===== config.mk =====
export PLATFORM = sky130hd
export DESIGN_NAME = multi_channel_color_fader
export DESIGN_NICKNAME = d
export VERILOG_FILES = /design/src/hdl/mccf_pkg.sv /design/src/hdl/multi_channel_color_fader.sv /design/src/hdl/mccf_lerp.sv /design/src/hdl/mccf_seq.sv
export SDC_FILE = /design/constraint.sdc
export NUM_CORES = 2
export LEC_CHECK = 0
export BUFFER_PORTS_ARGS = -buffer_cell sky130_fd_sc_hd__buf_4
export CAP_MARGIN = 20
export CORE_ASPECT_RATIO = 0.9
export CORE_MARGIN = 8
export CORE_UTILIZATION = 30
export DETAILED_ROUTE_END_ITERATION = 16
export PLACE_DENSITY = 0.46
export SKIP_CTS_REPAIR_TIMING = 1
export SLEW_MARGIN = 0
export SYNTH_ARGS = -nofsm -noshare
export SYNTH_HDL_FRONTEND = slang
export SYNTH_HIERARCHICAL = 1
export SYNTH_SLANG_ARGS = --single-unit

===== constraint.sdc =====
create_clock -name clk_i -period 9.9 [get_ports clk_i]
set_input_delay 2.475 -clock clk_i [delete_from_list [all_inputs] [get_ports clk_i]]
set_output_delay 2.475 -clock clk_i [all_outputs]
set_load 0.01 [all_outputs]

===== src/hdl/mccf_pkg.sv =====
// Shared types and constants for the multi-channel color fader.
// Word formats, microcode opcodes and condition codes, sequencer status.
// No dependencies.
`timescale 1ns / 1ps

package mccf_pkg;

  localparam int unsigned NUM_CHANNELS_DEF  = 16;
  localparam int unsigned DURATION_BITS_DEF = 16;
  localparam int unsigned STEP_W            = 4;

  localparam logic [1:0] KIND_START = 2'd0;
  localparam logic [1:0] KIND_TICK  = 2'd1;
  localparam logic [1:0] KIND_READ  = 2'd2;

  typedef struct packed {
    logic [1:0]  kind;
    logic [3:0]  channel;
    logic [7:0]  target_red;
    logic [7:0]  target_green;
    logic [7:0]  target_blue;
    logic [15:0] duration;
    logic        blend_write;
    logic        blend_value;
  } in_word_t;

  typedef struct packed {
    logic [7:0] out_red;
    logic [7:0] out_green;
    logic [7:0] out_blue;
    logic       out_blending;
    logic       out_active;
  } out_word_t;

  // [0] red, [1] green, [2] blue
  typedef logic [2:0][7:0] rgb_t;

  typedef enum logic [3:0] {
    OP_NONE,
    OP_FETCH,
    OP_RD_ITEM,
    OP_START_WR,
    OP_OUT,
    OP_CH_INIT,
    OP_RD_CH,
    OP_MUL,
    OP_DIV,
    OP_COMP,
    OP_TICK_WR,
    OP_CH_NEXT
  } op_e;

  typedef enum logic [3:0] {
    C_NEVER,
    C_ALWAYS,
    C_NO_INPUT,
    C_KIND_TICK,
    C_KIND_READ,
    C_SKIP_START,
    C_OUT_BUSY,
    C_INACTIVE,
    C_DIV_MORE,
    C_COMP_MORE,
    C_CH_MORE
  } cond_e;

  typedef struct packed {
    logic no_input;
    logic kind_tick;
    logic kind_read;
    logic skip_start;
    logic out_busy;
    logic inactive;
    logic div_more;
    logic comp_more;
    logic ch_more;
  } cond_t;

  typedef struct packed {
    logic load;
    logic step;
  } lerp_ctl_t;

endpackage


===== src/hdl/multi_channel_color_fader.sv =====
// Multi-channel color fader top level: channel table memory, flags, I/O words.
// Depends on mccf_pkg, mccf_seq and mccf_lerp.
//
// A read word may wait for the output register to free up. A tick word
// walks the channel table and runs the interpolation only for fading
// channels. Tick cost is set by one shared interpolation unit that does a
// multiply and an 8-step restoring divide for each of the three
// components, and by the single-port channel table. A finished read word
// waits in the output register while the next word is taken in.
`timescale 1ns / 1ps

module multi_channel_color_fader import mccf_pkg::*; #(
  parameter int unsigned NUM_CHANNELS  = NUM_CHANNELS_DEF,
  parameter int unsigned DURATION_BITS = DURATION_BITS_DEF
) (
  input  logic      clk_i,
  input  logic      rst_ni,
  input  logic      in_valid_i,
  output logic      in_ready_o,
  input  in_word_t  in_word_i,
  output logic      out_valid_o,
  input  logic      out_ready_i,
  output out_word_t out_word_o
);

  localparam int unsigned CW = $clog2(NUM_CHANNELS);
  localparam int unsigned DW = DURATION_BITS;
  localparam logic [1:0]  LAST_COMP = 2'd2;

  typedef struct packed {
    rgb_t          cur;
    rgb_t          origin;
    rgb_t          target;
    logic [DW-1:0] len;
    logic [DW:0]   elapsed;
  } rec_t;

  op_e       op;
  cond_t     cond;
  lerp_ctl_t lctl;
  logic      div_more;
  logic [7:0] lerp_res;

  in_word_t  item_q;
  logic [3:0] ch_q;
  logic [CW-1:0] idx;
  logic      ch_bad;
  logic [DW-1:0] dur;
  logic      dur_zero;
  rgb_t      tgt;

  rec_t      mem_q [NUM_CHANNELS];
  rec_t      rd_q;
  rec_t      wdata;
  logic      we;
  logic      re;
  logic [CW-1:0] waddr;
  logic [CW-1:0] raddr;

  logic [NUM_CHANNELS-1:0] vld_q;
  logic [NUM_CHANNELS-1:0] act_q;
  logic [NUM_CHANNELS-1:0] blend_q;

  logic [CW-1:0] cnt_q;
  logic [1:0]    comp_q;
  rgb_t          newc_q;

  rgb_t          cur_eff;
  logic [DW:0]   el_inc;
  logic          fin;

  out_word_t out_q;
  logic      out_valid_q;
  logic      out_busy;
  logic      out_load;

  mccf_seq u_seq (
    .clk_i  (clk_i),
    .rst_ni (rst_ni),
    .cond_i (cond),
    .op_o   (op)
  );

  mccf_lerp #(
    .DW (DW)
  ) u_lerp (
    .clk_i  (clk_i),
    .rst_ni (rst_ni),
    .ctl_i  (lctl),
    .a_i    (rd_q.origin[comp_q]),
    .b_i    (rd_q.target[comp_q]),
    .num_i  (DW'(rd_q.elapsed)),
    .den_i  (rd_q.len),
    .more_o (div_more),
    .res_o  (lerp_res)
  );

  assign in_ready_o = op == OP_FETCH;

  // item word
  always_ff @(posedge clk_i) begin
    if (op == OP_FETCH && in_valid_i) begin
      item_q <= in_word_i;
      ch_q   <= (in_word_i.kind == KIND_START && in_word_i.channel == 4'd0) ?
                4'd1 : in_word_i.channel;
    end
  end

  assign idx      = CW'(ch_q);
  assign ch_bad   = 32'(ch_q) >= NUM_CHANNELS;
  assign dur      = DW'(item_q.duration);
  assign dur_zero = dur == '0;
  assign tgt      = {item_q.target_blue, item_q.target_green, item_q.target_red};

  // unwritten entries read as their reset color
  assign cur_eff = vld_q[idx] ? rd_q.cur : ((idx == '0) ? rgb_t'('0) : rgb_t'('1));
  assign el_inc  = rd_q.elapsed + (DW+1)'(1);
  assign fin     = el_inc > (DW+1)'(rd_q.len);

  assign out_busy = out_valid_q && !out_ready_i;
  assign out_load = (op == OP_OUT) && !out_busy;

  assign lctl.load = op == OP_MUL;
  assign lctl.step = op == OP_DIV;

  always_comb begin
    cond.no_input   = !in_valid_i;
    cond.kind_tick  = item_q.kind == KIND_TICK;
    cond.kind_read  = item_q.kind == KIND_READ;
    cond.skip_start = (item_q.kind != KIND_START) || ch_bad;
    cond.out_busy   = out_busy;
    cond.inactive   = !act_q[cnt_q];
    cond.div_more   = div_more;
    cond.comp_more  = comp_q != LAST_COMP;
    cond.ch_more    = cnt_q != CW'(NUM_CHANNELS - 1);
  end

  // channel table port control
  always_comb begin
    we    = 1'b0;
    waddr = idx;
    wdata = rd_q;
    re    = (op == OP_RD_ITEM) || (op == OP_RD_CH);
    raddr = (op == OP_RD_CH) ? cnt_q : idx;
    case (op)
      OP_START_WR: begin
        we           = 1'b1;
        wdata.origin = cur_eff;
        wdata.target = tgt;
        if (dur_zero) begin
          wdata.cur = tgt;
        end else begin
          wdata.cur     = cur_eff;
          wdata.len     = dur;
          wdata.elapsed = '0;
        end
      end
      OP_TICK_WR: begin
        we            = 1'b1;
        waddr         = cnt_q;
        wdata.elapsed = el_inc;
        wdata.cur     = fin ? rd_q.target : newc_q;
      end
      default: begin
      end
    endcase
  end

  always_ff @(posedge clk_i) begin
    if (we) begin
      mem_q[waddr] <= wdata;
    end
    if (re) begin
      rd_q <= mem_q[raddr];
    end
  end

  // per-channel flags
  always_ff @(posedge clk_i or negedge rst_ni) begin
    if (!rst_ni) begin
      vld_q   <= '0;
      act_q   <= '0;
      blend_q <= '0;
    end else begin
      case (op)
        OP_START_WR: begin
          vld_q[idx] <= 1'b1;
          if (item_q.blend_write) begin
            blend_q[idx] <= item_q.blend_value;
          end
          if (!dur_zero) begin
            act_q[idx] <= 1'b1;
          end
        end
        OP_TICK_WR: begin
          vld_q[cnt_q] <= 1'b1;
          if (fin) begin
            act_q[cnt_q] <= 1'b0;
          end
        end
        default: begin
        end
      endcase
    end
  end

  // tick walk counters
  always_ff @(posedge clk_i or negedge rst_ni) begin
    if (!rst_ni) begin
      cnt_q  <= '0;
      comp_q <= '0;
    end else begin
      case (op)
        OP_CH_INIT: cnt_q  <= CW'(1);
        OP_CH_NEXT: cnt_q  <= cnt_q + CW'(1);
        OP_RD_CH:   comp_q <= '0;
        OP_COMP:    comp_q <= comp_q + 2'd1;
        default: begin
        end
      endcase
    end
  end

  always_ff @(posedge clk_i) begin
    if (op == OP_COMP) begin
      newc_q[comp_q] <= lerp_res;
    end
  end

  // output word register
  always_ff @(posedge clk_i or negedge rst_ni) begin
    if (!rst_ni) begin
      out_valid_q <= 1'b0;
    end else if (out_load) begin
      out_valid_q <= 1'b1;
    end else if (out_ready_i) begin
      out_valid_q <= 1'b0;
    end
  end

  always_ff @(posedge clk_i) begin
    if (out_load) begin
      if (ch_bad) begin
        out_q <= '0;
      end else begin
        out_q.out_red      <= cur_eff[0];
        out_q.out_green    <= cur_eff[1];
        out_q.out_blue     <= cur_eff[2];
        out_q.out_blending <= blend_q[idx];
        out_q.out_active   <= act_q[idx];
      end
    end
  end

  assign out_valid_o = out_valid_q;
  assign out_word_o  = out_q;

endmodule


===== src/hdl/mccf_lerp.sv =====
// Interpolation unit: a + (b - a) * num / den for one 8-bit component.
// A multiply, then eight restoring divide steps. Uses mccf_pkg.
`timescale 1ns / 1ps

module mccf_lerp import mccf_pkg::*; #(
  parameter int unsigned DW = DURATION_BITS_DEF
) (
  input  logic          clk_i,
  input  logic          rst_ni,
  input  lerp_ctl_t     ctl_i,
  input  logic [7:0]    a_i,
  input  logic [7:0]    b_i,
  input  logic [DW-1:0] num_i,
  input  logic [DW-1:0] den_i,
  output logic          more_o,
  output logic [7:0]    res_o
);

  localparam int unsigned PW = DW + 8;

  logic [PW-1:0] rem_q, rem_d;
  logic [PW-1:0] dsh_q, dsh_d;
  logic [7:0]    quo_q, quo_d;
  logic [7:0]    a_q;
  logic          neg_q;
  logic [2:0]    cnt_q, cnt_d;
  logic [7:0]    diff;
  logic          ge;

  assign diff = (b_i >= a_i) ? (b_i - a_i) : (a_i - b_i);
  assign ge   = rem_q >= dsh_q;

  always_comb begin
    rem_d = rem_q;
    dsh_d = dsh_q;
    quo_d = quo_q;
    cnt_d = cnt_q;
    if (ctl_i.load) begin
      rem_d = PW'(diff) * PW'(num_i);
      dsh_d = PW'(den_i) << 7;
      quo_d = '0;
      cnt_d = 3'd7;
    end else if (ctl_i.step) begin
      rem_d = ge ? (rem_q - dsh_q) : rem_q;
      dsh_d = dsh_q >> 1;
      quo_d = {quo_q[6:0], ge};
      cnt_d = cnt_q - 3'd1;
    end
  end

  always_ff @(posedge clk_i or negedge rst_ni) begin
    if (!rst_ni) begin
      cnt_q <= '0;
    end else begin
      cnt_q <= cnt_d;
    end
  end

  always_ff @(posedge clk_i) begin
    rem_q <= rem_d;
    dsh_q <= dsh_d;
    quo_q <= quo_d;
    if (ctl_i.load) begin
      a_q   <= a_i;
      neg_q <= b_i < a_i;
    end
  end

  assign more_o = cnt_q != 3'd0;
  assign res_o  = neg_q ? (a_q - quo_q) : (a_q + quo_q);

endmodule


===== src/hdl/mccf_seq.sv =====
// Microcode sequencer: step counter, control ROM and conditional jumps.
// Issues one datapath opcode per cycle. Uses mccf_pkg.
`timescale 1ns / 1ps

module mccf_seq import mccf_pkg::*; (
  input  logic  clk_i,
  input  logic  rst_ni,
  input  cond_t cond_i,
  output op_e   op_o
);

  typedef struct packed {
    op_e                op;
    cond_e              cond;
    logic [STEP_W-1:0]  target;
  } ucode_t;

  localparam logic [STEP_W-1:0] S_FETCH    = 4'd0;
  localparam logic [STEP_W-1:0] S_DECODE   = 4'd1;
  localparam logic [STEP_W-1:0] S_RD_ITEM  = 4'd2;
  localparam logic [STEP_W-1:0] S_CHK      = 4'd3;
  localparam logic [STEP_W-1:0] S_START    = 4'd4;
  localparam logic [STEP_W-1:0] S_READ     = 4'd5;
  localparam logic [STEP_W-1:0] S_READ_END = 4'd6;
  localparam logic [STEP_W-1:0] S_TICK     = 4'd7;
  localparam logic [STEP_W-1:0] S_CH_LOOP  = 4'd8;
  localparam logic [STEP_W-1:0] S_MUL      = 4'd9;
  localparam logic [STEP_W-1:0] S_DIV      = 4'd10;
  localparam logic [STEP_W-1:0] S_COMP     = 4'd11;
  localparam logic [STEP_W-1:0] S_TICK_WR  = 4'd12;
  localparam logic [STEP_W-1:0] S_CH_NEXT  = 4'd13;
  localparam logic [STEP_W-1:0] S_TICK_END = 4'd14;

  function automatic ucode_t ucode_rom(input logic [STEP_W-1:0] step);
    ucode_t uc;
    case (step)
      S_FETCH:    uc = '{OP_FETCH,    C_NO_INPUT,   S_FETCH};
      S_DECODE:   uc = '{OP_NONE,     C_KIND_TICK,  S_TICK};
      S_RD_ITEM:  uc = '{OP_RD_ITEM,  C_KIND_READ,  S_READ};
      S_CHK:      uc = '{OP_NONE,     C_SKIP_START, S_FETCH};
      S_START:    uc = '{OP_START_WR, C_ALWAYS,     S_FETCH};
      S_READ:     uc = '{OP_OUT,      C_OUT_BUSY,   S_READ};
      S_READ_END: uc = '{OP_NONE,     C_ALWAYS,     S_FETCH};
      S_TICK:     uc = '{OP_CH_INIT,  C_NEVER,      S_FETCH};
      S_CH_LOOP:  uc = '{OP_RD_CH,    C_INACTIVE,   S_CH_NEXT};
      S_MUL:      uc = '{OP_MUL,      C_NEVER,      S_FETCH};
      S_DIV:      uc = '{OP_DIV,      C_DIV_MORE,   S_DIV};
      S_COMP:     uc = '{OP_COMP,     C_COMP_MORE,  S_MUL};
      S_TICK_WR:  uc = '{OP_TICK_WR,  C_NEVER,      S_FETCH};
      S_CH_NEXT:  uc = '{OP_CH_NEXT,  C_CH_MORE,    S_CH_LOOP};
      S_TICK_END: uc = '{OP_NONE,     C_ALWAYS,     S_FETCH};
      default:    uc = '{OP_NONE,     C_ALWAYS,     S_FETCH};
    endcase
    return uc;
  endfunction

  logic [STEP_W-1:0] pc_q, pc_d;
  ucode_t            uc;
  logic              taken;

  assign uc = ucode_rom(pc_q);

  always_comb begin
    case (uc.cond)
      C_NEVER:      taken = 1'b0;
      C_ALWAYS:     taken = 1'b1;
      C_NO_INPUT:   taken = cond_i.no_input;
      C_KIND_TICK:  taken = cond_i.kind_tick;
      C_KIND_READ:  taken = cond_i.kind_read;
      C_SKIP_START: taken = cond_i.skip_start;
      C_OUT_BUSY:   taken = cond_i.out_busy;
      C_INACTIVE:   taken = cond_i.inactive;
      C_DIV_MORE:   taken = cond_i.div_more;
      C_COMP_MORE:  taken = cond_i.comp_more;
      C_CH_MORE:    taken = cond_i.ch_more;
      default:      taken = 1'b0;
    endcase
  end

  assign pc_d = taken ? uc.target : (pc_q + STEP_W'(1));
  assign op_o = uc.op;

  always_ff @(posedge clk_i or negedge rst_ni) begin
    if (!rst_ni) begin
      pc_q <= S_FETCH;
    end else begin
      pc_q <= pc_d;
    end
  end

endmodule

; After elaboration in Yosys (flattened, before gate mapping)
; Memories as Yosys holds them, arrays and structs flattened. A register that Yosys moved wholly into a read port is not among the register bits.
; Cells that the tools add are included.
[classes]
n_mul = 1
n_addsub = 10
bitwise_logic = 5
n_eq_ne = 27
order_cmp = 10
n_mux = 52
reduce_logical = 28
[op_table]
columns = operator, n
row1 = $mux W24, 7
row2 = $mux W64, 1
row3 = $pmux W16 S2, 2
row4 = $or A16 B16 Y16, 3
row5 = $pmux W24 S2, 1
row6 = $mux W23, 2
row7 = $mux W8, 5
row8 = $pmux W17 S2, 1
row9 = $mux W33, 1
row10 = $bmux W8 S2, 2
row11 = $eq A4 B3 Y1 const B, 8
row12 = $mux W16, 2
row13 = $eq A4 B4 Y1 const B, 7
row14 = $bwmux W24, 1
row15 = $ge A24 B23 Y1, 1
row16 = $mul A8 B16 Y24, 1
row17 = $sub A24 B23 Y24, 1
row18 = $sub A8 B8 Y8, 3
row19 = $add A17 B1 Y17 const B, 1
row20 = $gt A17 B16 Y1, 1
row21 = $and A16 B16 Y16, 1
row22 = $bmux W1 S4, 4
row23 = $bwmux W16, 1
row24 = $demux W8 S2, 1
row25 = other kinds (35), 75
[word_totals]
register_bits = 224
memories = 2
inputBits = 52
ramBits = 1680
romBits = 192
out_inout_bits = 28
word_cells = 165
[memory_table]
columns = memory, words, width, read_ports, rd_ports_with_merged_regs, write_ports, line_no
row1 = mem_q, 16, 105, 1, 1, 1, multi_channel_color_fader.sv:52  ; rec_t mem_q [NUM_CHANNELS];
row2 = (name not given), 16, 12, 1, 0, 0, mccf_seq.sv:36  ; case (step)

; Longest topological paths before layout
[logic_depth]
word_depth = 8
ltp_mapped = 36
mapped_depth_nobuf = 31

; Cells and area by module
; Netlist, hierarchy kept.
[by_module_without_submodules]
columns = module, seq_area_each_um2, n_inst, area_each_um2, cells_per_inst
row1 = multi_channel_color_fader, 57920.6, 1, 75857.8, 4723
row2 = mccf_lerp, 1846.8, 1, 9166.3, 1023
row3 = mccf_seq, 100.1, 1, 668.1, 77

; Worst setup path after synthesis
; No wires, ideal clock.
[synth_timing]
path_type = reg-to-reg
from = register comp_q[1]
to = register u_lerp.rem_q[22] (data pin)
setup_time_ns = 0.267
slack_ns = 1.977
period_less_slack_ns = 7.923
t_arrival_ns = 7.656
n_path_buf = 6
stages_incl_launch_ff = 34
t_required_ns = 9.633
path_cell_list = dfrtp_1 > clkbuf_1 > buf_1 > mux2i_1 > o21ai_0 > inv_1 > ha_1 > inv_1 > fa_1 > a21oi_1 > o211ai_1 > a221o_1 > buf_4 > nor3_1 > or3_1 > clkbuf_1 > clkbuf_1 > a21boi_0 > fa_1 > inv_1 > fa_1 > inv_1 > fa_1 > inv_1 > fa_1 > inv_1 > ha_1 > clkbuf_1 > a21o_1 > a311o_1 > a221o_1 > a21oi_1 > xor2_1 > mux2i_1
[synth_between]
elab_chain_cells = 6
word_cells_on_any_way = 10
classes_between = add/sub: 2 / mul: 1 / order compare: 1 / mux: 6
[synth_rtl]
columns = element, line_no
row1 = "start, declared", multi_channel_color_fader.sv:65  ; logic [1:0] comp_q;
row2 = "start signal, assigned", multi_channel_color_fader.sv:217  ; OP_COMP: comp_q <= comp_q + 2'd1;
row3 = "$bmux W8 S2, on equally long branches", "multi_channel_color_fader.sv:90, multi_channel_color_fader.sv:91"
row4 = "$mux W8, on equally long branches", "multi_channel_color_fader.sv:90, multi_channel_color_fader.sv:91"
row5 = $sub A8 B8 Y8 / $ge A8 B8 Y1 (equally long branches), mccf_lerp.sv:30  ; assign diff = (b_i >= a_i) ? (b_i - a_i) : (a_i - b_i);
row6 = $mux W8 *, mccf_lerp.sv:30
row7 = $mul A8 B16 Y24 *, mccf_lerp.sv:39  ; rem_d = PW'(diff) * PW'(num_i);
row8 = $mux W24 *, mccf_lerp.sv:38  ; if (ctl_i.load) begin
row9 = via u_lerp.rem_d[22], mccf_lerp.sv:21  ; logic [PW-1:0] rem_q, rem_d;
row10 = "end signal, assigned", mccf_lerp.sv:60  ; rem_q <= rem_d;
row11 = "end, declared", mccf_lerp.sv:21
; Mark *: on every way through the listed nets, which the timed path passes. The rest lies on a longest branch. The select of a mux whose other input is x is not followed.
; A chain may end at the register's enable or synchronous reset.

; Worst setup path after layout
[layout_timing]
from = register comp_q[0]
to = register u_lerp.rem_q[18] (data pin)
; Same word-level chain as after synthesis.

==> key figures <==
GRT
  – First-pass GRT wire length: 380600 um
  – Vias in the first global route: 50737
  – Pin count of the biggest net entering global routing: 151
  – Initial antenna violation count: 6
  – Total grt overflow: 0
  – Total GRT Usage: 17.13%

Timing
  – Worst Skew: 0.1461 ns
  – Final worst-path cycle share: 93.53%
  – Setup-failing EPs final: 0
  – Relative slew margins: 25.19%
  – Max frequency: 108.0 MHz
  – Final Hold Viols: 0
  – Worst Tran Pin Value: 1.122 ns
  – Period minus WS final: 9.260 ns
  – Final hold slack: 0.4731 ns
  – Final setup TNS: 0 ns
  – RSZ-0062 raised after global routing: no
  – Slew Limit Fails: 0

Routing
  – Pre-antenna DRT Iters: 8
  – Drt drc: 0
  – Vias/cell: 5.135
  – WL/cell: 26.91 um
  – Antenna viol nets, final: 0
  – Routed Wire Length: 266000 um
  – Total number of vias: 50756
  – 1st-iter DRT viols: 5093

Floorplan
  – Die ar.: 303000 um^2
  – Ports: 80
  – Die Width: 579.4 um
  – Cell Rows: 186
  – Die height: 523.0 um
  – Core footprint: 284900 um^2
  – Starting Density: 30.08%

Synthesis
  – Top_reg_cell synth: edfxtp_1
  – Synth Instances: 5823
  – Register area share after synthesis: 69.86%
  – Net Count, Synth: 6088
  – Post-synth EDFFs: 1932
  – Number of synthesized register bits: 2009
  – Largest cells by area after synthesis: edfxtp_1 (68%), mux4_2 (6.0%), nand2_1 (4.7%), nand3_1 (2.6%), fa_1 (2.1%)
  – Yosys top cell area share: 67.70%
  – Synth area leader: edfxtp_1
  – Synth Area per Inst: 14.72 um^2
  – Syn. warnings: 6
  – Ys async rst share: 3.086%
  – Post-synth design cell area: 85690 um^2
  – Post-synth cell types: 77

Cells and area
  – Layout cells sized above 1: 14.12%
  – Area growth, synth to finish: 14.72%
  – Fin area: 98310 um^2
  – Post-layout nets: 6206

Pwr
  – Power per Cell Area: 176.0 nW/um^2
  – Leakage power: 33.20 nW
  – Total power: 0.01730 W
  – Sw frac: 19.89%
  – Internal: 0.01386 W
  – Flop pwr share: 53.0%
  – Net switching power: 0.003440 W
  – Clock share of power: 46.8%
  – Logic pwr share: 0.1%
  – Maximum vdd drop: 148.8 uV

Worst setup path
  – Max FO, Critical Path: 21
  – Crit path kind: reg -> reg
  – Element type at the critical path end: flip-flop
  – Reg-to-reg startpoint: comp_q[0]$_DFFE_PN0P_
  – Reg2reg end: u_lerp/rem_q[18]$_DFFE_PP_
  – Worst-case reg-to-reg path depth: 26
  – R2R Setup Slk: 0.64 ns
  – Critical Path RT: 10.45 ns
  – CP arrival: 9.81 ns
  – Startpoint class of the critical path: flip-flop

Clock network
  – Clock tree buffer depth: 4
  – Clock Sinks: 2009
  – CTS root buffer: clkbuf_16
  – Htree depth: 4
  – Inserted Clock Buffers: 221
  – Clk_lat worst skew: 0.92 ns
  – CTS tree: done
  – Clk slew on worst S/H paths: 0.06 ns

Worst hold path
  – Worst Hold Class: reg -> reg
  – Hold depth: 1
  – Hold Path End: vld_q[6]$_DFFE_PN0N_
  – Min-Delay Startpoint: vld_q[6]$_DFFE_PN0N_

Placement
  – DP HPWL: 144900 um
  – IO Port Bufs: 79
  – Gpl congestion: 0.7974
  – Placed Instance Area: 91170 um^2

Outcome
  – Status: completed

Job
  – Max_cap viols: 0
==> worst max-delay path by stage <==
stage / startpoint / to / slack [ns] / depth (start not counted)
floorplan: comp_q[1]$_DFFE_PN0P_ / u_lerp/rem_q[22]$_DFFE_PP_ / 1.98 / 33
global placement: comp_q[0]$_DFFE_PN0P_ / u_lerp/rem_q[18]$_DFFE_PP_ / 0.63 / 26
detailed placement: comp_q[0]$_DFFE_PN0P_ / u_lerp/rem_q[18]$_DFFE_PP_ / 0.60 / 26
CTS: comp_q[0]$_DFFE_PN0P_ / u_lerp/rem_q[18]$_DFFE_PP_ / 0.50 / 26
global route: comp_q[0]$_DFFE_PN0P_ / u_lerp/rem_q[18]$_DFFE_PP_ / 0.05 / 26
finish: comp_q[0]$_DFFE_PN0P_ / u_lerp/rem_q[18]$_DFFE_PP_ / 0.64 / 26
==> area by class of cell <==
class	instances	area, um^2
diodes	3	7.507
clock buffers	279	5849
clock inverters	124	1202
fillers	27392	186500
inverters	195	732.0
multi-input cells	3294	23930
flip-flops and latches	2009	59870
well taps	3760	4705
repair buffers	220	2012
==> critical path, stage by stage, from the launching register on <==
cell and delay (ns):
dfrtp_1 0.73, inv_1 0.19, nor2_2 0.45, nand2_1 0.09, o21ai_0 0.28, inv_1 0.19, fa_1 0.49, a21oi_1 0.22
o211ai_1 0.11, a221o_1 0.49, mux2_4 0.38, o221ai_2 0.23, xor2_2 0.65, nand2_1 0.15, fa_1 0.49, fa_1 0.54
inv_1 0.05, fa_1 0.55, inv_1 0.07, fa_1 0.54, inv_1 0.05, ha_1 0.25, o311ai_0 0.87, nand2_1 0.30
a41oi_1 0.33, xnor2_1 0.15, mux2i_1 0.09
==> layer usage <==
layer | vias up | GRT usage [%] | share of wire [%]
met1 | 26717 | 24.60 | 46
met5 | - | 0 | 0
met3 | 336 | 2.140 | 5.2
met4 | 0 | 4.147 | 2.5
met2 | 1555 | 27.69 | 47
li1 | 22148 | - | -
==> Yosys cell counts, drive strengths merged (88+ instances only) <==
library cell / count
a21oi: 97
nor2: 141
fa: 88
nand2: 1069
edfxtp: 1932
buf: 131
clkbuf: 194
o21ai: 205
mux4: 230
inv: 195
a22oi: 112
nand3: 439
ha: 125
nand4: 126
==> registers in the layout, indices dropped and copies added, names as in the netlist <==
name and flops:
u_lerp/a_q 8, out_valid_o 1, ch_q 4, out_word_o 26
u_lerp/neg_q 1, act_q 16, u_lerp/rem_q 24, dur 16
item_q 28, newc_q 24, comp_q 2, cnt_q 4
u_seq/pc_q 4, u_lerp/dsh_q 23, blend_q 16, u_lerp/cnt_q 3
mem_q 1680, u_lerp/quo_q 8, rd_q 105, vld_q 16
==> per-stage QoR <==
stage	std cells	setup slack, ns	utilization (%)
finish	9884	0.6402	34.51
global route	9883	0.05093	34.51
CTS	9874	0.5017	34.48
detailed placement	9471	0.5996	32.00
global placement	9468	0.6263	31.99
floorplan	5823	1.977	-
==> power by group through the flow <==
| stage | combinational, W | clock, W | sequential [W] |
|---|---|---|---|
| final | 0.0000240 | 0.00810 | 0.00918 |
| after global placement | 0.0000245 | 0 | 0.00935 |
| after global routing | 0.0000262 | 0.00858 | 0.00917 |
| after floorplan | 0.000000712 | 0 | 0.00935 |
| after detailed placement | 0.0000248 | 0 | 0.00935 |
| after CTS | 0.0000250 | 0.00829 | 0.00917 |
==> cells in the final DEF (no fill, tap or decap), types with 50 or more instances in the layout <==
cell and n:
ha_1 125, nor2b_1 60, nand2_1 1069, o21ai_1 113, mux2i_1 50, nand3_1 438
dfrtp_1 61, nand4_1 126, nor2_1 119, a22oi_1 112, fa_1 88, a21oi_1 97
inv_1 195, and2_1 64, clkbuf_16 222, o21ai_0 92, edfxtp_1 1932, mux4_2 230
buf_4 189
==> logic make-up after synthesis <==
group	Yosys count	synth area share, %
AO/OA/AOI/OAI	679	5.223
adder cells (fa/ha/maj)	213	3.881
buffers and inverters	520	2.538
XOR/XNOR	62	0.6512
multiplexers	330	7.287
flip-flops	2009	69.86
AND/OR/NAND/NOR	2010	10.56
(Power assumes the default switching activity.)
